## src/hdl/assert_macros.svh

```systemverilog
// Assertion helpers; each one samples on clk and is off while rst_n is low.
`ifndef ASSERT_MACROS_SVH
`define ASSERT_MACROS_SVH

`ifndef SYNTHESIS

`define ASSERT_IMPLIES(lbl, ante, cons, msg) \
    lbl: assert property (@(posedge clk) disable iff (!rst_n) (ante) |-> (cons)) \
        else $error(msg);

`define ASSERT_NEXT(lbl, ante, cons, msg) \
    lbl: assert property (@(posedge clk) disable iff (!rst_n) (ante) |=> (cons)) \
        else $error(msg);

`else

`define ASSERT_IMPLIES(lbl, ante, cons, msg)

`define ASSERT_NEXT(lbl, ante, cons, msg)

`endif

`endif

```

## src/hdl/ffcu_pkg.sv

```systemverilog
`timescale 1ns / 1ps
`default_nettype none

package ffcu_pkg;

    localparam int DEF_GRID_WIDTH  = 64;
    localparam int DEF_GRID_HEIGHT = 32;

    localparam int THR_W     = 25;
    localparam int DRAW_W    = 24;
    localparam int VAL_W     = 3;
    localparam int COLOR_W   = 8;
    localparam int COL_OUT_W = 6;
    localparam int ROW_OUT_W = 5;
    localparam int TINT_W    = 6;
    localparam int CFG_IDX_W = 2;
    localparam int STEP_W    = 4;
    localparam int S_DATA_W  = 24;
    localparam int M_DATA_W  = 40;

    localparam logic [THR_W-1:0] SEED_THR_RST   = 25'd6710886;
    localparam logic [THR_W-1:0] GROW_THR_RST   = 25'd134218;
    localparam logic [THR_W-1:0] STRIKE_THR_RST = 25'd336;

    localparam logic ACT_SEED   = 1'b0;
    localparam logic ACT_UPDATE = 1'b1;

    localparam logic [VAL_W-1:0] VAL_EMPTY    = 3'd0;
    localparam logic [VAL_W-1:0] VAL_TREE     = 3'd1;
    localparam logic [VAL_W-1:0] VAL_BURN_MIN = 3'd2;
    localparam logic [VAL_W-1:0] VAL_IGNITE   = 3'd6;

    // step 0 reads the cell itself, steps 1..8 its neighbors, step 9 drains
    localparam logic [STEP_W-1:0] STEP_CELL  = 4'd0;
    localparam logic [STEP_W-1:0] STEP_FIRST = 4'd1;
    localparam logic [STEP_W-1:0] STEP_LAST  = 4'd9;

    localparam logic [TINT_W-1:0] TINT_COL_STEP = 6'd7;
    localparam logic [TINT_W-1:0] TINT_ROW_STEP = 6'd13;
    localparam logic [TINT_W-1:0] TINT_MOD      = 6'd40;

    localparam logic [COLOR_W-1:0] EMPTY_R = 8'd12;
    localparam logic [COLOR_W-1:0] EMPTY_G = 8'd8;
    localparam logic [COLOR_W-1:0] EMPTY_B = 8'd4;
    localparam logic [COLOR_W-1:0] TREE_R  = 8'd10;
    localparam logic [COLOR_W-1:0] TREE_G  = 8'd90;
    localparam logic [COLOR_W-1:0] TREE_B  = 8'd20;
    localparam logic [COLOR_W-1:0] FIRE_R  = 8'd255;
    localparam logic [COLOR_W:0]   FIRE_G0 = 9'd90;
    localparam logic [COLOR_W:0]   FIRE_GS = 9'd30;
    localparam logic [COLOR_W:0]   G_MAX   = 9'd255;

    typedef enum logic [CFG_IDX_W-1:0] {
        REG_SEED   = 2'd0,
        REG_GROW   = 2'd1,
        REG_STRIKE = 2'd2
    } cfg_reg_t;

    typedef enum logic [1:0] {
        ST_CLEAR,
        ST_IDLE,
        ST_SCAN,
        ST_FINISH
    } state_t;

    typedef enum logic [1:0] {
        OFS_MINUS,
        OFS_ZERO,
        OFS_PLUS
    } offset_t;

    typedef struct packed {
        logic [COL_OUT_W-1:0] cell_column;
        logic [ROW_OUT_W-1:0] cell_row;
        logic [VAL_W-1:0]     cell_value;
        logic [TINT_W-1:0]    tint;
        logic                 frame_done;
    } result_t;

    typedef struct packed {
        logic [COLOR_W-1:0] red;
        logic [COLOR_W-1:0] green;
        logic [COLOR_W-1:0] blue;
    } rgb_t;

    function automatic offset_t probe_dx(input logic [STEP_W-1:0] step);
        offset_t o;
        unique case (step)
            4'd1, 4'd4, 4'd6: o = OFS_MINUS;
            4'd3, 4'd5, 4'd8: o = OFS_PLUS;
            default:          o = OFS_ZERO;
        endcase
        return o;
    endfunction

    function automatic offset_t probe_dy(input logic [STEP_W-1:0] step);
        offset_t o;
        unique case (step)
            4'd1, 4'd2, 4'd3: o = OFS_MINUS;
            4'd6, 4'd7, 4'd8: o = OFS_PLUS;
            default:          o = OFS_ZERO;
        endcase
        return o;
    endfunction

    function automatic rgb_t cell_rgb(input logic [VAL_W-1:0] value,
                                      input logic [TINT_W-1:0] tint);
        rgb_t             c;
        logic [VAL_W-1:0] age;
        logic [COLOR_W:0] g;
        age = value - VAL_TREE;
        g   = FIRE_G0 + FIRE_GS * (COLOR_W+1)'(age);
        priority if (value == VAL_EMPTY)
        begin
            c.red   = EMPTY_R;
            c.green = EMPTY_G;
            c.blue  = EMPTY_B;
        end
        else if (value == VAL_TREE)
        begin
            c.red   = TREE_R;
            c.green = TREE_G + COLOR_W'(tint);
            c.blue  = TREE_B;
        end
        else
        begin
            c.red   = FIRE_R;
            c.green = (g > G_MAX) ? G_MAX[COLOR_W-1:0] : g[COLOR_W-1:0];
            c.blue  = COLOR_W'({age, 3'b000});
        end
        return c;
    endfunction

endpackage

`default_nettype wire

```

## src/hdl/ffcu_raster.sv

```systemverilog
`timescale 1ns / 1ps
`default_nettype none

module ffcu_raster #(
    parameter int GRID_WIDTH  = 64,
    parameter int GRID_HEIGHT = 32
) (
    input  logic                          clk,
    input  logic                          rst_n,
    input  logic                          advance,
    output logic [$clog2(GRID_WIDTH)-1:0]  col,
    output logic [$clog2(GRID_HEIGHT)-1:0] row,
    output logic [ffcu_pkg::TINT_W-1:0]    tint,
    output logic                          last
);
    import ffcu_pkg::*;

    localparam int COL_W = $clog2(GRID_WIDTH);
    localparam int ROW_W = $clog2(GRID_HEIGHT);
    localparam logic [COL_W-1:0] COL_LAST = COL_W'(GRID_WIDTH - 1);
    localparam logic [ROW_W-1:0] ROW_LAST = ROW_W'(GRID_HEIGHT - 1);

    logic [COL_W-1:0]  col_reg, col_next;
    logic [ROW_W-1:0]  row_reg, row_next;
    logic [TINT_W-1:0] tint_reg, tint_next;
    logic [TINT_W-1:0] row_tint_reg, row_tint_next;
    logic [TINT_W-1:0] col_sum, row_sum;

    // tint is (7*col + 13*row) mod 40, kept up to date one step at a time
    always_comb
    begin
        col_sum       = tint_reg + TINT_COL_STEP;
        row_sum       = row_tint_reg + TINT_ROW_STEP;
        col_next      = col_reg;
        row_next      = row_reg;
        tint_next     = tint_reg;
        row_tint_next = row_tint_reg;
        if (advance)
        begin
            if (col_reg == COL_LAST)
            begin
                col_next = '0;
                if (row_reg == ROW_LAST)
                begin
                    row_next      = '0;
                    row_tint_next = '0;
                end
                else
                begin
                    row_next      = row_reg + ROW_W'(1);
                    row_tint_next = (row_sum >= TINT_MOD) ? row_sum - TINT_MOD : row_sum;
                end
                tint_next = row_tint_next;
            end
            else
            begin
                col_next  = col_reg + COL_W'(1);
                tint_next = (col_sum >= TINT_MOD) ? col_sum - TINT_MOD : col_sum;
            end
        end
    end

    always_ff @(posedge clk or negedge rst_n)
    begin
        if (!rst_n)
        begin
            col_reg      <= '0;
            row_reg      <= '0;
            tint_reg     <= '0;
            row_tint_reg <= '0;
        end
        else
        begin
            col_reg      <= col_next;
            row_reg      <= row_next;
            tint_reg     <= tint_next;
            row_tint_reg <= row_tint_next;
        end
    end

    assign col  = col_reg;
    assign row  = row_reg;
    assign tint = tint_reg;
    assign last = (col_reg == COL_LAST) && (row_reg == ROW_LAST);

endmodule

`default_nettype wire

```

## config.mk

```make
export PLATFORM = sky130hd
export DESIGN_NAME = ffcu_raster
export DESIGN_NICKNAME = d
export VERILOG_FILES = /design/src/hdl/assert_macros.svh /design/src/hdl/ffcu_pkg.sv /design/src/hdl/ffcu_raster.sv
export SDC_FILE = /design/constraint.sdc
export NUM_CORES = 1
export LEC_CHECK = 0
export BUFFER_PORTS_ARGS = -buffer_cell sky130_fd_sc_hd__buf_2
export CORE_ASPECT_RATIO = 0.6
export CORE_MARGIN = 2
export CORE_UTILIZATION = 50
export DETAILED_ROUTE_END_ITERATION = 10
export HOLD_SLACK_MARGIN = 0.02
export PLACE_DENSITY_LB_ADDON = 0.2
export SLEW_MARGIN = 20
export SYNTH_ARGS = -nofsm -noshare
export SYNTH_HDL_FRONTEND = slang
export SYNTH_SLANG_ARGS = --single-unit
```

## constraint.sdc

```tcl
create_clock -name clk -period 4.5 [get_ports clk]
set_clock_uncertainty 0.15 [all_clocks]
set_input_delay 0.45 -clock clk [delete_from_list [all_inputs] [get_ports clk]]
set_output_delay 0.45 -clock clk [all_outputs]
set_load 0.05 [all_outputs]
```

Word-level counts from Yosys, hierarchy flattened
Index checks and enable logic that the tools add are counted.

word-level totals
  bits in registers = 23
  bits of input ports = 3
  word-level logic and storage cells = 22

operators by class
  $add $sub $neg = 6
  magnitude comparators = 2
  equal/unequal tests = 2
  muxes and demuxes = 6
  reductions and logical operators = 2

operator list
  operator                                                        number
  6-bit two-way mux                                               5
  6-bit greater-or-equal comparator (second input constant)       2
  6-bit subtractor (second input constant)                        2
  6-bit by 1-bit adder with 6-bit output (second input constant)  1
  6-bit by 3-bit adder with 6-bit output (second input constant)  1
  6-bit by 4-bit adder with 6-bit output (second input constant)  1
  6-bit == test (second input constant)                           1
  5-bit by 1-bit adder with 5-bit output (second input constant)  1
  5-bit == test (second input constant)                           1
  5-bit two-way mux                                               1
  2-bit AND reduction                                             1
  1-bit logical AND                                               1

Longest topological paths before layout
Gate-level depths: netlist of run 1.

  word-level depth = 5
  gate-level depth with buffers = 10

Least setup slack after synthesis of run 1
OpenSTA, ideal clock, no wires.

  path kind = register to output
  start point = register row_reg[0], in the netlist row[0]
  end point = output last
  arrival time = 2.096 ns
  data required time = 3.900 ns
  path slack = 1.804 ns
  cell stages (with the launch flop) = 6
  path through = dfrtp_1 -> ha_1 -> and3_1 -> ha_1 -> inv_1 -> nor2_1

between the ends
  word-level cells in the longest chain between the ends = 2

RTL lines
  element                   line               source
  start: declaration        ffcu_raster.sv:24  logic [ROW_W-1:0] row_reg, row_next;
  start signal: assignment  ffcu_raster.sv:75  row_reg <= row_next;
  5-bit == test             ffcu_raster.sv:84  assign last = (col_reg == COL_LAST) && (row_reg == ROW_LAST);
  1-bit logical AND         ffcu_raster.sv:84
  end: declaration          ffcu_raster.sv:14  output logic last

No other way between the ends.

Worst setup path in the final report of run 1
Same ends and word-level chain as after synthesis.

==> results.md, run 1 <==
* Most common flop cell mapped by yosys: dfrtp_1
* Metal1 wirelength at ~1600 µm
* Count of pins over their slew limit at 0
* Worst-path clk slew at approximately 80 ps
* Starting Density at between 50% and 60%
* Htree depth at 1
* Critical Path AT at ~1900 ps
* Die Footprint at ~0.0034 mm²
* Clk sinks at 23
* Std cell rows at 15
* Vias per cell at 5.71
* Leak pwr at 0.000744 µW
* Synth cell count leaders: nand2_1 (26), dfrtp_1 (23), nor2_1 (11), o21ai_0 (11), inv_1 (10)
* CP Capture Type: output port
* Slowest stage delay, CP at ~430 ps
* Area Overhead vs Synth at 11.4%
* Setup violations, final at 0
* P per Cell Area at just over 600 mW/mm²
* Share of cells above drive strength 1 at ~18%
* Critical path startpoint category: register
* Worst-margin pin slew at slightly above 500 ps
* Netlist cell types at 38
* DRT iter0 DRCs at 55
* Met2 WL at 1340 µm
* Max_cap viols at 0
* Critical Path RT at approximately 3900 ps
* Critical path class: reg -> out
* Final hold violations at 0
* Nets at approximately 190
* I/O pins at 21
* Asr flop ratio synth at 100%
* Die Span Y at around 46 µm
* Die X at around 74 µm
* Clock Latency Late Sink at 270 ps
* Vias in the first global route at approximately 1000
* Status: completed
* CTS Buf Count at 3
* Mapped cell area at 0.00145 mm²
* Seq/Total Area, Yosys at a little under 40%
* CTS Root Cell: clkbuf_8
* First-pass DRT Iterations at 4
* Port bufs at 20
* Critical path's slowest cell: dfrtp_1
* Synth area leader: dfrtp_1
* Core area at around 0.0028 mm²
* Slew Limit Headroom at 65.5%
* TritonCTS clock tree: yes
* Delay-heaviest family, CP: adder cells
* Hold Worst Slack at approximately 350 ps
* Post-DP HPWL at about 2300 µm
* Synth warn at 0
* Min Clock Period, post-route at 2470 ps
* CP Cell Sequence: ha_1 > and3_1 > ha_1 > inv_1 > nor2_1 > buf_2
* GRT Total Usage at around 20%
* Number of enable flip-flop cells after synthesis at 0
* Met3 wire len at ~170 µm
* Clock buffer depth at 2
* Top-count cell post-synth: nand2_1
* Post-synth top area share at between 30% and 40%
* Initial antenna violation count at 0
* Post_cts resized at 0
* Hold Path Class: reg -> reg
* Mapped Nets at 173
* Post-Syn Area per Cell at 8.97 µm²
* NetSw at roughly 500 µW
* Max IR drop VDD at between 0.2 and 0.25 mV
* Top Metal Used: met4
* DR WL/cell at roughly 14 µm
* RSZ-0062 raised after global routing: no
* #FFs+latches synth at 23
* Logic pwr share at 50.9%
* Setup total negative slack at 0 ps
* Sw frac at ~50%
* Total Wirelength at between 3000 and 4000 µm
* Cell mode on critical path: ha_1
* Critical Path Fanout Max at 7
* First-pass GRT wire length at a little under 5000 µm
* Grt ovf at 0
* Placer congestion estimate at approximately 0.9
* Vias at roughly 1200
* Cells after synthesis at 162
* DRC viols at 0
* Final cycle utilization of the critical path at between 50% and 60%
* Dominant cells by area after synthesis: dfrtp_1 (40%), ha_1 (6.9%), nand2_1 (6.7%), xnor2_1 (5.4%), o21ai_0 (3.8%)
* Internal power at 495 µW
* Number of diodes at 0
* Detail Route Antenna Nets at 0
* Crit path buf inv count at 2
* Sequential share of power at a little over a third
* Pin count of the biggest net entering global routing at 24
* Fmax achieved at around 400 MHz
* Clk network pwr share at approximately 13%
-- repair_timing --
action	in CTS	in global routing
hold buffers	1	0
hold endpoints to repair	12	0
buffers inserted	0	0
-- placed cells by master, fill, tap and decap left out, types with 2 or more instances in the layout --
cell type	instances
a21oi_1	5
a31oi_1	2
buf_2	20
clkbuf_8	3
dfrtp_1	23
ha_1	8
inv_1	10
mux2_2	2
nand2_1	26
nand2b_1	2
nand3_1	4
nand4_1	3
nor2_1	11
nor2_2	2
nor2b_1	2
nor3_1	5
nor4b_1	2
o211ai_1	3
o21ai_0	11
o21ai_1	3
o221ai_1	3
o31ai_2	2
or3_1	3
xnor2_1	9
xor2_1	3
-- cell type report --
class / count / area (µm²)
tap: 34 / 42.5
fill: 271 / 1200
inverter: 10 / 37.5
sequential: 23 / 576
timing repair buffer: 21 / 110
clock buffer: 4 / 45.0
multi-input combinational: 123 / 807
-- routing by layer --
layer  track usage [%]  vias up
li1                  -      609
met2              28.9       32
met1              28.7      585
met5                 0        -
met3              5.53        2
met4              3.27        0
-- power by group through the flow --
stage	combinational, µW	clock (µW)	sequential [µW]
after detailed placement	505	0	362
after global routing	549	139	371
after floorplan	255	0	502
after global placement	492	0	356
final	505	128	359
after CTS	507	131	358
-- worst register-to-register path, stage by stage, from the launching register on --
cell and delay, ps:
dfrtp_1 450, ha_1 310, nor3_1 280, xnor2_1 110, ha_1 210, o41ai_1 500
o221ai_1 180
-- metrics by stage --
stage               power [µW]  instance area, µm²  cells  utilization (%)  setup WS (ps)
global route              1060                1620    215             57.5           1890
global placement           847                1560    210             55.5           2290
detailed placement         867                1560    210             55.5           2200
floorplan                  757                1450    162                -           1800
CTS                        996                1620    215             57.5           2010
finish                     992                1620    215             57.5           2030
-- cells by family after synthesis --
logic type,share of synthesized area (%)
XOR/XNOR,7.24
multiplexers,2.24
adder cells (fa/ha/maj),6.89
AND/OR/NAND/NOR,21.9
AO/OA/AOI/OAI,17.3
buffers and inverters,4.82
flip-flops,39.6
-- final timing paths --
path	slack [ps]	startpoint	to	depth (start not counted)
max reg2reg	2170	row_tint_reg[0]$_DFFE_PN0P_	tint[5]$_DFFE_PN0P_	6
min in group asynchronous	530	rst_n	tint[5]$_DFFE_PN0P_	2
min reg2reg	350	row[3]$_DFFE_PN0P_	row[3]$_DFFE_PN0P_	1
min	350	row[3]$_DFFE_PN0P_	row[3]$_DFFE_PN0P_	1
max	2030	row[0]$_DFFE_PN0P_	last	6
max in group asynchronous	3310	rst_n	row_tint_reg[0]$_DFFE_PN0P_	2
Power figures use the tool's default switching activity.
==> inputs of run 2 (changes only) <==
- clock period: 4.5 -> 2.3 ns (I/O delays scaled with it)
==> results.md, run 2 (synthesis gave the netlist of run 1 again) <==
* Footprint of the multi-input gates at 827 µm² (+2.5%)
* Clock buffer depth at 2 (unchanged)
* Critical path startpoint category: register
* NetSw at 1010 µW (+100%)
* Share of cells above drive strength 1 at 23.9% (+6.3 points)
* Logic pwr share at 53.5% (+2.6 points)
* Reg2reg end: tint[5]$_DFFE_PN0P_
* Detail Route Antenna Nets at 0 (unchanged)
* Post-DP HPWL at 2380 µm (+4.5%)
* GR Util met2 at 33.6% (+4.6 points)
* Core area at 0.00282 mm² (unchanged)
* R2R Path Start: tint[0]$_DFFE_PN0P_
* CP endpoint: last
* FILL cells at 252 (-7.0%)
* Grt met3 use at 5.09% (-0.44 points)
* # placed instances at 215 (+2.4%)
* Nets at 200 (+3.6%)
* I/O pins at 21 (unchanged)
* Slew Limit Headroom at 64.9% (-0.61 points)
* Die Span Y at 45.8 µm (unchanged)
* Area Overhead vs Synth at 16.7%
* CTS Root Cell: clkbuf_8
* Die Footprint at 0.00337 mm² (unchanged)
* Clock Latency Late Sink at 260 ps (about the same)
* Critical Path RT at 1920 ps (-1980 ps)
* Internal power at 1010 µW (+100%)
* Sequential share of power at 34.1% (-2.1 points)
* Vias in the first global route at 1129 (+12%)
* DRT iter0 DRCs at 59 (+7.3%)
* Placer congestion estimate at 0.915 (+2.5%)
* Clk sinks at 23 (unchanged)
* Min Clock Period, post-route at roughly 2200 ps
* Number of diodes at 0 (unchanged)
* Most common cell after layout, fill and taps aside: nand2_1
* Starting Density at 51.6% (unchanged)
* Vias per cell at 5.68 (-0.47%)
* R2R Setup Slk at 140 ps (-2030 ps)
* Sw frac at 50.0% (-0.16 points)
* Sequential cell area at 578 µm² (+0.43%)
* Count of pins over their slew limit at 0 (unchanged)
* Max_cap viols at 0 (unchanged)
* Std cell rows at 15 (unchanged)
* Final cycle utilization of the critical path at between 90 and 100%
* Grt ovf at 0 (unchanged)
* Port bufs at 20 (unchanged)
* Die X at 73.6 µm (unchanged)
* CTS Buf Count at 3 (unchanged)
* Total Wirelength at 3230 µm (+3.8%)
* Worst-path clk slew at 80 ps (about the same)
* Worst-margin pin slew at 527 ps (+9.18 ps)
* Status: completed
* CP Cell Sequence: ha_1 > and3_1 > ha_2 > inv_1 > nor2_2 > clkbuf_4
* Vias at 1262 (+2.8%)
* Clk network pwr share at 12.5% (-0.4 points)
* TritonCTS clock tree: yes
* Non-filler cells, final at 222 (+3.3%)
* CP Capture Type: output port
* First-pass DRT Iterations at 4 (unchanged)
* Htree depth at 1 (unchanged)
* Max IR drop VDD at 0.512 mV (+120%)
* Critical path's slowest cell: dfrtp_1
* Commonest cells after routing, fill and taps aside: nand2_1 (26), dfrtp_1 (21), buf_2 (19)
* Final hold violations at 0 (unchanged)
* Setup violations, final at 0 (unchanged)
* Pin count of the biggest net entering global routing at 24 (unchanged)
* DR WL/cell at 14.5 µm (+0.52%)
* GRT met1 Usage at 28.8% (+0.14 points)
* Hold Path Class: in -> reg
* Leak pwr at 0.000789 µW (+6.1%)
* Initial antenna violation count at 0 (unchanged)
* Slowest stage delay, CP at 450 ps (+20 ps)
* First-pass GRT wire length at 5260 µm (+7.9%)
* Critical Path AT at 1800 ps (-70 ps)
* GRT Total Usage at 20.9% (+1.4 points)
* P per Cell Area at 1190 mW/mm² (+94%)
* DRC viols at 0 (unchanged)
* FF-to-FF path depth at 10 (+4)
* Most Crowded Layer GR: met2
* Critical path class: reg -> out
* Setup total negative slack at 0 ps (unchanged)
* Fmax achieved at ~460 MHz
* Worst setup startpoint: row[0]$_DFFE_PN0P_
* Critical Path Fanout Max at 7 (unchanged)
* Final Power at 2020 µW (+100%)
* RSZ-0062 raised after global routing: no
[run 2: metrics by stage]
stage	hold WS, ps	setup slack, ps	cell area, µm²	utilization [%]
floorplan	-216	37.1	1460	-
global placement	80.3	218	1610	57.0
detailed placement	87.5	84.2	1610	57.0
CTS	174	2.57	1660	59.0
global route	196	0.567	1700	60.2
finish	185	120	1700	60.2
[run 2: cell type report]
cell class | count | share of cell area [%]
flip-flops and latches | 23 | 34.1
inverters | 10 | 2.21
clock buffers | 4 | 2.66
multi-input cells | 123 | 48.8
repair buffers | 28 | 9.74
well taps | 34 | 2.51
[run 2: routing by layer]
layer | vias to the layer above | part of all wire [%]
met1 | 611 | 53
met5 | - | 0
met3 | 4 | 4.0
li1 | 619 | -
met2 | 28 | 43
met4 | 0 | 0.53
[run 2: power by group through the flow]
stage	registers [µW]	logic (µW)	clock network, µW
2_1_floorplan	984	499	0
3_3_place_gp	681	988	0
3_5_place_dp	691	1040	0
4_1_cts	684	1040	260
5_1_grt	706	1180	274
6_report	686	1080	252
[run 2: worst min path at each step]
stage	from	to	slack, ps	cells after the start
floorplan	rst_n	col[0]$_DFFE_PN0P_	-220	0
global route	advance	tint[1]$_DFFE_PN0P_	200	2
finish	advance	tint[1]$_DFFE_PN0P_	190	2
detailed placement	rst_n	col[0]$_DFFE_PN0P_	90	1
global placement	rst_n	col[0]$_DFFE_PN0P_	80	1
CTS	advance	tint[1]$_DFFE_PN0P_	170	2
[run 2: worst max-delay path: cells and delay by family (launching register included)]
family / cells / cell delay (ps)
adders and majority gates: 2 / 480
and+or+nand+nor: 2 / 280
buffers and inverters: 2 / 330
DFF: 1 / 450
[run 2: repair_timing]
action / 4_1_cts / 5_1_grt
endpoints found under the setup margin: 0 / 2
hold buffers: 1 / 0
resized for setup: 0 / 4
hold endpoints to repair: 23 / 0
setup buffers: 0 / 2
