### src/hdl/assert_macros.svh
// Assertion helpers; each one samples on clk and is off while rst_n is low.
`ifndef ASSERT_MACROS_SVH
`define ASSERT_MACROS_SVH

`ifndef SYNTHESIS

`define ASSERT_IMPLIES(lbl, ante, cons, msg) \
    lbl: assert property (@(posedge clk) disable iff (!rst_n) (ante) |-> (cons)) \
        else $error(msg);

`define ASSERT_NEXT(lbl, ante, cons, msg) \
    lbl: assert property (@(posedge clk) disable iff (!rst_n) (ante) |=> (cons)) \
        else $error(msg);

`else

`define ASSERT_IMPLIES(lbl, ante, cons, msg)

`define ASSERT_NEXT(lbl, ante, cons, msg)

`endif

`endif

### src/hdl/ffcu_pkg.sv
`timescale 1ns / 1ps
`default_nettype none

package ffcu_pkg;

    localparam int DEF_GRID_WIDTH  = 64;
    localparam int DEF_GRID_HEIGHT = 32;

    localparam int THR_W     = 25;
    localparam int DRAW_W    = 24;
    localparam int VAL_W     = 3;
    localparam int COLOR_W   = 8;
    localparam int COL_OUT_W = 6;
    localparam int ROW_OUT_W = 5;
    localparam int TINT_W    = 6;
    localparam int CFG_IDX_W = 2;
    localparam int STEP_W    = 4;
    localparam int S_DATA_W  = 24;
    localparam int M_DATA_W  = 40;

    localparam logic [THR_W-1:0] SEED_THR_RST   = 25'd6710886;
    localparam logic [THR_W-1:0] GROW_THR_RST   = 25'd134218;
    localparam logic [THR_W-1:0] STRIKE_THR_RST = 25'd336;

    localparam logic ACT_SEED   = 1'b0;
    localparam logic ACT_UPDATE = 1'b1;

    localparam logic [VAL_W-1:0] VAL_EMPTY    = 3'd0;
    localparam logic [VAL_W-1:0] VAL_TREE     = 3'd1;
    localparam logic [VAL_W-1:0] VAL_BURN_MIN = 3'd2;
    localparam logic [VAL_W-1:0] VAL_IGNITE   = 3'd6;

    // step 0 reads the cell itself, steps 1..8 its neighbors, step 9 drains
    localparam logic [STEP_W-1:0] STEP_CELL  = 4'd0;
    localparam logic [STEP_W-1:0] STEP_FIRST = 4'd1;
    localparam logic [STEP_W-1:0] STEP_LAST  = 4'd9;

    localparam logic [TINT_W-1:0] TINT_COL_STEP = 6'd7;
    localparam logic [TINT_W-1:0] TINT_ROW_STEP = 6'd13;
    localparam logic [TINT_W-1:0] TINT_MOD      = 6'd40;

    localparam logic [COLOR_W-1:0] EMPTY_R = 8'd12;
    localparam logic [COLOR_W-1:0] EMPTY_G = 8'd8;
    localparam logic [COLOR_W-1:0] EMPTY_B = 8'd4;
    localparam logic [COLOR_W-1:0] TREE_R  = 8'd10;
    localparam logic [COLOR_W-1:0] TREE_G  = 8'd90;
    localparam logic [COLOR_W-1:0] TREE_B  = 8'd20;
    localparam logic [COLOR_W-1:0] FIRE_R  = 8'd255;
    localparam logic [COLOR_W:0]   FIRE_G0 = 9'd90;
    localparam logic [COLOR_W:0]   FIRE_GS = 9'd30;
    localparam logic [COLOR_W:0]   G_MAX   = 9'd255;

    typedef enum logic [CFG_IDX_W-1:0] {
        REG_SEED   = 2'd0,
        REG_GROW   = 2'd1,
        REG_STRIKE = 2'd2
    } cfg_reg_t;

    typedef enum logic [1:0] {
        ST_CLEAR,
        ST_IDLE,
        ST_SCAN,
        ST_FINISH
    } state_t;

    typedef enum logic [1:0] {
        OFS_MINUS,
        OFS_ZERO,
        OFS_PLUS
    } offset_t;

    typedef struct packed {
        logic [COL_OUT_W-1:0] cell_column;
        logic [ROW_OUT_W-1:0] cell_row;
        logic [VAL_W-1:0]     cell_value;
        logic [TINT_W-1:0]    tint;
        logic                 frame_done;
    } result_t;

    typedef struct packed {
        logic [COLOR_W-1:0] red;
        logic [COLOR_W-1:0] green;
        logic [COLOR_W-1:0] blue;
    } rgb_t;

    function automatic offset_t probe_dx(input logic [STEP_W-1:0] step);
        offset_t o;
        unique case (step)
            4'd1, 4'd4, 4'd6: o = OFS_MINUS;
            4'd3, 4'd5, 4'd8: o = OFS_PLUS;
            default:          o = OFS_ZERO;
        endcase
        return o;
    endfunction

    function automatic offset_t probe_dy(input logic [STEP_W-1:0] step);
        offset_t o;
        unique case (step)
            4'd1, 4'd2, 4'd3: o = OFS_MINUS;
            4'd6, 4'd7, 4'd8: o = OFS_PLUS;
            default:          o = OFS_ZERO;
        endcase
        return o;
    endfunction

    function automatic rgb_t cell_rgb(input logic [VAL_W-1:0] value,
                                      input logic [TINT_W-1:0] tint);
        rgb_t             c;
        logic [VAL_W-1:0] age;
        logic [COLOR_W:0] g;
        age = value - VAL_TREE;
        g   = FIRE_G0 + FIRE_GS * (COLOR_W+1)'(age);
        priority if (value == VAL_EMPTY)
        begin
            c.red   = EMPTY_R;
            c.green = EMPTY_G;
            c.blue  = EMPTY_B;
        end
        else if (value == VAL_TREE)
        begin
            c.red   = TREE_R;
            c.green = TREE_G + COLOR_W'(tint);
            c.blue  = TREE_B;
        end
        else
        begin
            c.red   = FIRE_R;
            c.green = (g > G_MAX) ? G_MAX[COLOR_W-1:0] : g[COLOR_W-1:0];
            c.blue  = COLOR_W'({age, 3'b000});
        end
        return c;
    endfunction

endpackage

`default_nettype wire

### src/hdl/ffcu_ctrl.sv
`timescale 1ns / 1ps
`default_nettype none

module ffcu_ctrl #(
    parameter int GRID_WIDTH  = 64,
    parameter int GRID_HEIGHT = 32
) (
    input  logic                                   clk,
    input  logic                                   rst_n,
    input  logic                                   s_tvalid,
    output logic                                   s_tready,
    input  logic                                   action,
    input  logic [ffcu_pkg::DRAW_W-1:0]            draw,
    input  logic [ffcu_pkg::THR_W-1:0]             seed_thr,
    input  logic [ffcu_pkg::THR_W-1:0]             grow_thr,
    input  logic [ffcu_pkg::THR_W-1:0]             strike_thr,
    input  logic [$clog2(GRID_WIDTH)-1:0]           col,
    input  logic [$clog2(GRID_HEIGHT)-1:0]          row,
    input  logic [ffcu_pkg::TINT_W-1:0]             tint,
    input  logic                                   last,
    input  logic                                   out_free,
    output logic                                   mem_we,
    output logic [$clog2(GRID_WIDTH*GRID_HEIGHT):0] mem_waddr,
    output logic [ffcu_pkg::VAL_W-1:0]             mem_wdata,
    output logic [$clog2(GRID_WIDTH*GRID_HEIGHT):0] mem_raddr,
    input  logic [ffcu_pkg::VAL_W-1:0]             mem_rdata,
    output logic                                   advance,
    output logic                                   res_valid,
    output ffcu_pkg::result_t                      res
);
    import ffcu_pkg::*;

    localparam int COL_W  = $clog2(GRID_WIDTH);
    localparam int ROW_W  = $clog2(GRID_HEIGHT);
    localparam int LIN_W  = $clog2(GRID_WIDTH * GRID_HEIGHT);
    localparam int MEM_AW = LIN_W + 1;
    localparam logic [COL_W-1:0] COL_LAST = COL_W'(GRID_WIDTH - 1);
    localparam logic [ROW_W-1:0] ROW_LAST = ROW_W'(GRID_HEIGHT - 1);

    state_t              state_reg, state_next;
    logic [STEP_W-1:0]   step_reg;
    logic                bank_reg;
    logic [MEM_AW-1:0]   clr_reg;

    logic [LIN_W-1:0]    lin_reg;
    logic [DRAW_W-1:0]   draw_reg;
    logic                action_reg;
    logic [VAL_W-1:0]    cur_reg;
    logic                burn_reg;
    logic                probe_ok_reg;

    offset_t             ox, oy;
    logic [COL_W-1:0]    nx;
    logic [ROW_W-1:0]    ny;
    logic                in_grid;
    logic [LIN_W-1:0]    probe_lin;
    logic [VAL_W-1:0]    new_val;
    logic [THR_W-1:0]    draw_ext;
    logic                accept;
    logic [COL_W+COL_OUT_W-1:0] col_wide;
    logic [ROW_W+ROW_OUT_W-1:0] row_wide;

    // neighbor address for the current probe step, with its in-grid flag
    always_comb
    begin
        ox      = probe_dx(step_reg);
        oy      = probe_dy(step_reg);
        nx      = col;
        ny      = row;
        in_grid = 1'b1;
        unique case (ox)
            OFS_MINUS:
            begin
                nx = col - COL_W'(1);
                if (col == '0) in_grid = 1'b0;
            end
            OFS_PLUS:
            begin
                nx = col + COL_W'(1);
                if (col == COL_LAST) in_grid = 1'b0;
            end
            default: ;
        endcase
        unique case (oy)
            OFS_MINUS:
            begin
                ny = row - ROW_W'(1);
                if (row == '0) in_grid = 1'b0;
            end
            OFS_PLUS:
            begin
                ny = row + ROW_W'(1);
                if (row == ROW_LAST) in_grid = 1'b0;
            end
            default: ;
        endcase
        probe_lin = LIN_W'(ny) * LIN_W'(GRID_WIDTH) + LIN_W'(nx);
    end

    always_comb
    begin
        draw_ext = THR_W'(draw_reg);
        priority if (action_reg == ACT_SEED)
            new_val = (draw_ext < seed_thr) ? VAL_TREE : VAL_EMPTY;
        else if (cur_reg == VAL_EMPTY)
            new_val = (draw_ext < grow_thr) ? VAL_TREE : VAL_EMPTY;
        else if (cur_reg == VAL_TREE)
            new_val = (burn_reg || (draw_ext < strike_thr)) ? VAL_IGNITE : VAL_TREE;
        else if (cur_reg > VAL_BURN_MIN)
            new_val = cur_reg - VAL_TREE;
        else
            new_val = VAL_EMPTY;
    end

    // next state
    always_comb
    begin
        state_next = state_reg;
        unique case (state_reg)
            ST_CLEAR:
                if (clr_reg == '1) state_next = ST_IDLE;
            ST_IDLE:
                if (s_tvalid) state_next = (action == ACT_UPDATE) ? ST_SCAN : ST_FINISH;
            ST_SCAN:
                if (step_reg == STEP_LAST) state_next = ST_FINISH;
            ST_FINISH:
                if (out_free) state_next = ST_IDLE;
            default:
                state_next = ST_IDLE;
        endcase
    end

    // outputs
    always_comb
    begin
        s_tready  = (state_reg == ST_IDLE);
        res_valid = (state_reg == ST_FINISH) && out_free;
        advance   = res_valid;
        mem_raddr = {bank_reg, probe_lin};
        if (state_reg == ST_CLEAR)
        begin
            mem_we    = 1'b1;
            mem_waddr = clr_reg;
            mem_wdata = VAL_EMPTY;
        end
        else
        begin
            mem_we    = res_valid;
            // seeds go to the current bank, updates to the other one
            mem_waddr = {bank_reg ^ action_reg, lin_reg};
            mem_wdata = new_val;
        end
    end

    assign accept   = s_tvalid && s_tready;
    assign col_wide = (COL_W+COL_OUT_W)'(col);
    assign row_wide = (ROW_W+ROW_OUT_W)'(row);

    always_comb
    begin
        res.cell_column = col_wide[COL_OUT_W-1:0];
        res.cell_row    = row_wide[ROW_OUT_W-1:0];
        res.cell_value  = new_val;
        res.tint        = tint;
        res.frame_done  = last;
    end

    always_ff @(posedge clk or negedge rst_n)
    begin
        if (!rst_n)
        begin
            state_reg <= ST_CLEAR;
            step_reg  <= STEP_CELL;
            bank_reg  <= 1'b0;
            clr_reg   <= '0;
        end
        else
        begin
            state_reg <= state_next;
            if (state_reg == ST_CLEAR)
            begin
                clr_reg <= clr_reg + MEM_AW'(1);
            end
            if (state_reg == ST_SCAN)
            begin
                step_reg <= (step_reg == STEP_LAST) ? STEP_CELL : step_reg + STEP_W'(1);
            end
            if (res_valid && last && (action_reg == ACT_UPDATE))
            begin
                bank_reg <= ~bank_reg;
            end
        end
    end

    always_ff @(posedge clk)
    begin
        if (accept)
        begin
            draw_reg   <= draw;
            action_reg <= action;
            lin_reg    <= probe_lin;
            burn_reg   <= 1'b0;
        end
        if (state_reg == ST_SCAN)
        begin
            probe_ok_reg <= in_grid;
            // read data trails the probe address by one step
            if (step_reg == STEP_FIRST)
            begin
                cur_reg <= mem_rdata;
            end
            else if ((step_reg > STEP_FIRST) && probe_ok_reg && (mem_rdata >= VAL_BURN_MIN))
            begin
                burn_reg <= 1'b1;
            end
        end
    end

endmodule

`default_nettype wire

### config.mk
export PLATFORM = sky130hd
export DESIGN_NAME = ffcu_ctrl
export DESIGN_NICKNAME = d
export VERILOG_FILES = /design/src/hdl/assert_macros.svh /design/src/hdl/ffcu_pkg.sv /design/src/hdl/ffcu_ctrl.sv
export SDC_FILE = /design/constraint.sdc
export NUM_CORES = 1
export LEC_CHECK = 0
export ABC_CLOCK_PERIOD_IN_PS = 2600
export BUFFER_PORTS_ARGS = -buffer_cell sky130_fd_sc_hd__clkbuf_2
export CAP_MARGIN = 20
export CORE_ASPECT_RATIO = 0.5
export CORE_MARGIN = 8
export CORE_UTILIZATION = 35
export DETAILED_ROUTE_END_ITERATION = 10
export SLEW_MARGIN = 10
export SYNTH_ARGS = -nofsm -noshare
export SYNTH_HDL_FRONTEND = slang
export SYNTH_SLANG_ARGS = --single-unit
export TNS_END_PERCENT = 30
### constraint.sdc
create_clock -name clk -period 2.6 [get_ports clk]
set_input_delay 0 -clock clk [delete_from_list [all_inputs] [get_ports clk]]
set_output_delay 0 -clock clk [all_outputs]
set_load 0.05 [all_outputs]
======== Word level (Yosys, flattened, before mapping) ========
Cells that the tools add are included.
storage, ports and cells
  latch bits .............................. 0
  word-level logic and storage cells ...... 98
  memory bits (read-only) ................. 0
  output and inout port bits .............. 52
  memories ................................ 0
  input bits .............................. 125
  RAM bits ................................ 0
  register bits ........................... 60
cells by class
  order comparisons ....................... 6
  eq/ne operators ......................... 22
  divide/modulo/power cells ............... 0
  add/sub/neg operators ................... 8
  muxes and demuxes ....................... 31
  bitwise gates (word level) .............. 2
  shifts and indexed selects .............. 0
  multiply operators ...................... 0
  reductions and logical operators ........ 19
operators with widths
  operator               number
  $lt 24x25->1           3
  $mux 3                 6
  $eq 4x3->1 const B     4
  $add 12x1->12 const B  1
  $eq 12x12->1 const B   1
  $mux 1                 12
  $mux 12                1
  $pmux 6 s2             1
  $reduce_or 3->1        4
  $add 11x6->11          1
  $pmux 5 s2             1
  $eq 2x2->1 const B     4
  $eq 4x2->1 const B     2
  $eq 4x4->1 const B     2
  $mux 2                 4
  $ne 2x2->1 const B     4
  $pmux 2 s2             2
  $pmux 2 s4             1
  $add 6x1->6 const B    1
  $eq 6x6->1 const B     1
  $logic_and 1x1->1      6
  $logic_not 2->1        3
  $logic_not 6->1        1
  $sub 6x1->6 const B    1
  other kinds (20)       21

======== Logic depth before layout (Yosys ltp) ========
Gate-level depths: netlist of run 1.
  depth after elaboration ................. 7
  depth in mapped cells ................... 12
  depth with buffers taken out ............ 11

======== Worst setup path before layout of run 1 ========
No wires, ideal clock.
  kind .................................... flip-flop to flip-flop
  from .................................... register step_reg[3]
  to ...................................... register lin_reg[10], data pin
  path slack .............................. -913 ps
  arrival ................................. 3151 ps
  period minus slack after synthesis ...... 3513 ps
  path buffers ............................ 1
  required time ........................... 2238 ps
  cell stages (with the launch flop) ...... 12
  library setup time ...................... 362 ps
  cell sequence ........................... dfrtp_1 clkbuf_1 nor2b_1 and2_1 a31oi_1 ha_1 nor2b_1 o21ai_0 nor4bb_1 a211oi_1 a2bb2oi_1 xnor2_1
between the ends
  longest elaborated chain between the ends .. 6
  elaborated cells on any way between the ends .. 21
  classes of those cells .................. add/sub (1); eq/ne (10); mux (4); reduce/logical (6)
RTL lines
  element                                          RTL line                          text
  start, declared                                  ffcu_ctrl.sv:41                   logic [STEP_W-1:0] step_reg;
  start signal, assigned                           ffcu_ctrl.sv:186                  step_reg <= (step_reg == STEP_LAST) ? STEP_CELL : step_reg + STEP_W'(1);
  $eq 4x3->1 (tied with other cells)               ffcu_pkg.sv:88, ffcu_pkg.sv:98
  $reduce_or 3->1, on equally long branches        ffcu_pkg.sv:98, ffcu_pkg.sv:88
  $pmux 2 s2, on equally long branches             ffcu_pkg.sv:98, ffcu_pkg.sv:88
  $eq 2x2->1 (tied with other cells)               ffcu_ctrl.sv:84                   unique case (oy)
  $pmux 5 s2 / $pmux 6 s2 (equally long branches)  ffcu_ctrl.sv:84, ffcu_ctrl.sv:71
  $add 11x6->11 (*)                                ffcu_ctrl.sv:97                   probe_lin = LIN_W'(ny) * LIN_W'(GRID_WIDTH) + LIN_W'(nx);
  net mem_raddr[10]                                ffcu_ctrl.sv:25                   output logic [$clog2(GRID_WIDTH*GRID_HEIGHT):0] mem_raddr,
  end signal, assigned                             ffcu_ctrl.sv:201                  lin_reg <= probe_lin;
  end, declared                                    ffcu_ctrl.sv:45                   logic [LIN_W-1:0] lin_reg;
The timed path passes the listed nets; every way through them passes the cells marked *.
A chain may end at the register's enable or synchronous reset.

======== Worst setup path in the final report of run 1 ========
  from .................................... register step_reg[3]
  to ...................................... output mem_raddr[10]
between the ends
  longest elaborated chain between the ends .. 6
  elaborated cells on any way between the ends .. 21
  classes of those cells .................. add/sub (1); eq/ne (10); mux (4); reduce/logical (6)
RTL lines
  element                                          RTL line
  $eq 4x3->1 (tied with other cells)               ffcu_pkg.sv:88, ffcu_pkg.sv:98
  $reduce_or 3->1, on equally long branches        ffcu_pkg.sv:98, ffcu_pkg.sv:88
  $pmux 2 s2, on equally long branches             ffcu_pkg.sv:98, ffcu_pkg.sv:88
  $eq 2x2->1 (tied with other cells)               ffcu_ctrl.sv:84
  $pmux 5 s2 / $pmux 6 s2 (equally long branches)  ffcu_ctrl.sv:84, ffcu_ctrl.sv:71
  $add 11x6->11 (*)                                ffcu_ctrl.sv:97
  end, declared                                    ffcu_ctrl.sv:25
Mark *: on every way between the ends. The rest lies on a longest branch, timed or not.

==> results of run 1 <==
==> power by group <==
group | switching, W | total [W] | internal [W]
Combinational | 0.000250 | 0.000460 | 0.000210
Clock | 0.000462 | 0.00140 | 0.000942
Sequential | 0 | 0.00102 | 0.00102
Total | 0.000713 | 0.00288 | 0.00217
==> layer usage <==
metal | vias up | part of all wire, % | wire, um
met2 | 100 | 49 | 6990
met5 | - | 0 | 0
li1 | 2247 | - | -
met1 | 2055 | 45 | 6460
met4 | 0 | 0.74 | 106
met3 | 8 | 4.7 | 668
==> worst max-delay path by stage <==
stage / endpoint / slack [ns] / cells after the start
finish: mem_raddr[10] / -0.19 / 12
global route: mem_raddr[10] / -0.32 / 12
CTS: mem_raddr[5] / -0.20 / 12
detailed placement: lin_reg[5] / -0.05 / 11
global placement: lin_reg[5] / 0.01 / 11
floorplan: lin_reg[10] / -0.28 / 12
==> area by class of cell <==
class | count | area, um^2
sequential | 60 | 1700
clock inverter | 7 | 124
timing repair buffer | 219 | 1380
clock buffer | 9 | 225
multi-input combinational | 352 | 3060
fill | 1363 | 7180
inverter | 86 | 323
tap | 198 | 248
==> per-stage QoR <==
step | area (um^2) | instances
floorplan | 5090 | 525
global placement | 6150 | 879
detailed placement | 6150 | 879
CTS | 6970 | 928
global route | 7050 | 931
finish | 7050 | 931
==> Yosys cell counts (all sizes together) (3+ instances only) <==
cell type,n
a211o,3
a211oi,5
a21o,13
a21oi,38
a221o,3
a31oi,4
a41oi,3
and2,4
and3,4
and4,3
buf,20
clkbuf,7
dfrtp,19
edfxtp,40
ha,85
inv,86
mux2,15
nand2,30
nand2b,3
nand3,14
nand4,7
nor2,21
nor2b,8
nor3,9
o211ai,3
o21ai,20
xnor2,18
xor2,7
==> cells by family (layout without fill, tap and decap cells) <==
kind of cell    Yosys count  in the layout  share of synthesized area [%]
buf+inv                 113            321                           9.97
simple gates            116            116                           12.4
compound gates          107            107                           13.6
flops                    60             60                           33.9
mux                      17             17                           3.77
xor+xnor                 25             25                           4.37
fa+ha+maj                87             87                           22.0
==> worst max-delay path, delay by kind of cell, from the launching register on <==
family                     cells  cell delay, ns
AOI/OAI and AO/OA              4            0.69
and+or+nand+nor                4            0.62
DFF                            1            0.37
adders and majority gates      1            0.37
buffers and inverters          2            0.23
xor gates and xnor gates       1            0.16
==> what timing repair did <==
| item | CTS | global route |
|---|---|---|
| resized for setup | 31 | 22 |
| endpoints found under the hold margin | 49 | 0 |
| setup buffers | 3 | 3 |
| pin swaps | 15 | 6 |
| hold buffers | 30 | 0 |
| setup endpoints to repair | 10 | 10 |
==> flow_metrics.tcl, run 1 <==
set metrics [dict create \
    layout_commonest_cell "clkbuf_2" \
    hp-start "tint[4]" \
    drc 0 \
    ctsHtreeMaxLevel 3 \
    cts.reportedPaths.clkPinSlew_ns 0.06 \
    dr_total_vias 4410 \
    critPathRequiredTime_ns 2.60 \
    cts_made_buffers 9 \
    r2r_cells 12 \
    die_x_um 185 \
    drive_gt1_share_pct 35.6 \
    grt_max_degree 38 \
    holdCritPathClass "primary input to output port" \
    rsz0062_at_grt "true" \
    r2r-end "lin_reg[10]" \
    synth_seq_area_share_pct 33.9 \
    final.setup.tns_ns -0.370 \
    gr-total-overflow 0 \
    postRouteAntennaNets 0 \
    ir_worst_vdd_v 0.000234 \
    clock-sinks 60 \
    hold_viol_final 0 \
    crit_path_end_kind "output port" \
    final_util_pct 49.5 \
    violations "negative setup slack" \
    max_freq_ghz 0.359 \
    syn_inst 525 \
    root_buffer "clkbuf_16" \
    wirelength_mm 14.2 \
    io_buffers 164 \
    period_needed_ns 2.79 \
    relSlewSlack_pct 63.1 \
    postSynthAreaPerCell_um2 9.54 \
    crit_fanout 3 \
    syn_nets 737 \
    vias_per_cell 4.74 \
    die_area_um2 18600 \
    maxCapViolCount 0 \
    power.total_w 0.00288 \
    synth-edff-count 40 \
    nNetsFinal 940 \
    cpMaxStageDelayCell "dfrtp_1" \
    ys.flop_type "edfxtp_1" \
    grt_usage_pct 15.3 \
    status "finished with violations" \
    hold_depth 0 \
    clock_skew_ns 0.00639 \
    tightest_slew_ns 0.553 \
    synth_area_leaders "edfxtp_1, ha_1, dfrtp_1" \
    antenna_cells 0 \
    ys_types 58 \
    busiest_layer "met2" \
    holdPathEnd "res[5]" \
    routedWlPerCell_um 15.3 \
    clk_latency_ns 0.33 \
    start_util_pct 35.2 \
    cts_buffer_depth 2 \
    yosysWarnings 0 \
    power_density_nw_per_um2 409 \
    worst_ep_arrival_time_ns 2.79 \
    slowest_delay_ns 0.37 \
    min_period_over_period_pct 107 \
    synth_area_um2 5010 \
    die_h_um 101 \
    ys_ff_latch 60 \
    num_rows 31 \
    setup_viol 3 \
    critPathLaunchType "flip-flop" \
    crit_type "flip-flop to output port" \
    grt_use_met1_pct 18.8 \
    most-common-layout-cells "clkbuf_2, inv_1, ha_1, edfxtp_1, a21oi_1" \
    use_met2_pct 26.9 \
    maxSlewViolCount 0 \
    ff2ff_setup_slack_ns -0.01 \
    largest_reg_flops 24 \
    yosys.area.top_type "edfxtp_1" \
    synthArstFlopShare_pct 31.7 \
    path_cells "nor2b_2, and2_4, a31oi_4, inv_1, fa_2, nor2b_4, o21ai_4, nor4bb_4, a211oi_2, a2bb2oi_2, xnor2_4, buf_12" \
    grt_pass1_wl_mm 22.7 \
    gp_congestion 0.852 \
    pre_cts_ws_ns -0.0489 \
    use_met3_pct 3.78 \
    grt_antenna_before_repair 0 \
    cts_tree "yes" \
    setup_ws_ns -0.186 \
    first_pass_iters 5 \
    synth_top_area_share_pct 24.0 \
    initialDrtViolationCount 165 \
    worst_hold_slack_ns 0.0000220 \
    grt_pass1_vias 4677 \
    io_pins 177 \
    crit_path_start "step_reg[3]" \
    post-dp-hpwl_mm 11.3 \
    area_delta_synth_final_pct 40.8 \
    r2r-start "step_reg[3]" \
    core_um2 14200 \
    p_leak_nw 3.53 \
]
No activity file was read; power rests on OpenSTA's default activity.
==> inputs of run 2 (changes only) <==
Settings changed: CTS_CLUSTER_DIAMETER set to 100, RECOVER_POWER set to 50.
==> flow_metrics.tcl, run 2 (same netlist as run 1, synthesis figures left out) <==
set metrics [dict create \
    status "finished with violations" \
    violations "negative setup slack" \
    wirelength_mm 14.2 \
    crit_path_start "step_reg[3]" \
    crit_path_end_kind "output port" \
    relSlewSlack_pct 11.6 \
    core_um2 14200 \
    placed_cell_area_um2 6150 \
    gr-total-overflow 0 \
    final.setup.tns_ns -1.23 \
    cts_buffer_depth 2 \
    io_pins 177 \
    worst_hold_slack_ns 0.0000220 \
    cp.buffers_inverters 2 \
    clock-sinks 60 \
    ir_worst_vdd_v 0.000233 \
    setup_ws_ns -0.196 \
    antenna_cells 0 \
    hp-start "tint[4]" \
    multi_input_area_um2 3060 \
    worst_ep_arrival_time_ns 2.80 \
    root_buffer "clkbuf_16" \
    cts_made_buffers 9 \
    layout_commonest_cell "clkbuf_2" \
    cts.reportedPaths.clkPinSlew_ns 0.06 \
    r2r-end "lin_reg[10]" \
    holdPathEnd "res[5]" \
    crit_type "flip-flop to output port" \
    start_util_pct 35.2 \
    critPathLaunchType "flip-flop" \
    ff2ff_setup_slack_ns -0.02 \
    die_area_um2 18600 \
    final_util_pct 49.3 \
    place_inst 879 \
    grt_antenna_before_repair 0 \
    finalNonFillerCells 931 \
    routedWlPerCell_um 15.2 \
    regArea_um2 1700 \
    grt_pass1_vias 4677 \
    hold_depth 0 \
    maxSlewViolCount 0 \
    first_pass_iters 5 \
    critPathRequiredTime_ns 2.60 \
    p_leak_nw 3.46 \
    ctsHtreeMaxLevel 3 \
    drc 0 \
    post-dp-hpwl_mm 11.3 \
    maxCapViolCount 0 \
    grt_max_degree 38 \
    stdcell_area_um2 7020 \
    path_cells "nor2b_2, and2_4, a31oi_4, inv_1, fa_2, nor2b_4, o21ai_4, nor4bb_4, a211oi_2, a2bb2oi_2, xnor2_4, buf_12" \
    rsz0062_at_grt "true" \
    initialDrtViolationCount 185 \
    power_density_nw_per_um2 410 \
    vias_per_cell 4.73 \
    dr_total_vias 4404 \
    fill_cells 1380 \
    grt_pass1_wl_mm 22.7 \
    r2r_cells 12 \
    area_delta_synth_final_pct 40.2 \
    setup_viol 16 \
    most-common-layout-cells "clkbuf_2, inv_1, ha_1, edfxtp_1, a21oi_1" \
    num_rows 31 \
    cpMaxStageDelayCell "dfrtp_1" \
    die_h_um 101 \
    clk_latency_ns 0.33 \
    crit_fanout 3 \
    cts_tree "yes" \
    r2r-start "step_reg[3]" \
    crit_family "compound AO/OA/AOI/OAI gates" \
    holdCritPathClass "primary input to output port" \
    grt_usage_pct 15.3 \
    min_period_over_period_pct 108 \
    die_x_um 185 \
    max_freq_ghz 0.358 \
    postRouteAntennaNets 0 \
    tightest_slew_ns 1.33 \
    clock_skew_ns 0.00634 \
    drive_gt1_share_pct 32.5 \
    gp_congestion 0.852 \
    largest_reg_flops 24 \
    hold_viol_final 0 \
    period_needed_ns 2.80 \
    nNetsFinal 940 \
    slowest_delay_ns 0.37 \
    io_buffers 164 \
]
[run 2: worst reg2reg max path, delay by kind of cell (launching register included)]
family,cells,cell delay (ns)
and+or+nand+nor,4,0.62
DFF,1,0.37
AOI/OAI and AO/OA,4,0.70
adders and majority gates,1,0.37
buffers and inverters,2,0.20
xor gates and xnor gates,1,0.10
[run 2: area by class of cell]
| class | count | area share, % |
|---|---|---|
| Clock buffer | 9 | 3.21 |
| Clock inverter | 7 | 1.76 |
| Inverter | 86 | 4.60 |
| Multi-Input combinational cell | 352 | 43.5 |
| Sequential cell | 60 | 24.2 |
| Tap cell | 198 | 3.53 |
| Timing Repair Buffer | 219 | 19.2 |
[run 2: how the worst max path moves through the flow]
stage	to	slack, ns	cells after the start
2_1_floorplan	lin_reg[10]	-0.28	12
3_3_place_gp	lin_reg[5]	0.01	11
3_5_place_dp	lin_reg[5]	-0.05	11
4_1_cts	mem_raddr[5]	-0.20	12
5_1_grt	mem_raddr[10]	-0.32	12
6_report	mem_raddr[10]	-0.20	12
[run 2: per-stage QoR]
stage	worst slack (ns)	total power, W
2_1_floorplan	-0.283	0.00130
3_3_place_gp	0.0109	0.00143
3_5_place_dp	-0.0489	0.00144
4_1_cts	-0.197	0.00291
5_1_grt	-0.322	0.00300
6_report	-0.196	0.00288
[run 2: timing repair]
action	in CTS	in global routing
cloned	0	0
hold buffers	30	0
gates resized for setup	31	22
endpoints found under the setup margin	10	10
endpoints found under the hold margin	49	0
setup buffers	3	3
pin swaps	15	6
[run 2: metal layers]
metal	part of all wire, %	routed length, um	up-vias	track usage (%)
met3	4.9	701	8	3.78
met4	0.75	106	0	3.24
met2	49	6970	97	26.9
li1	-	-	2250	-
met5	0	0	-	0
met1	45	6420	2049	18.8
[run 2: power by group]
group | switching [W] | internal [W]
Sequential | 0 | 0.00102
Combinational | 0.000250 | 0.000206
Clock | 0.000463 | 0.000942
Total | 0.000713 | 0.00217
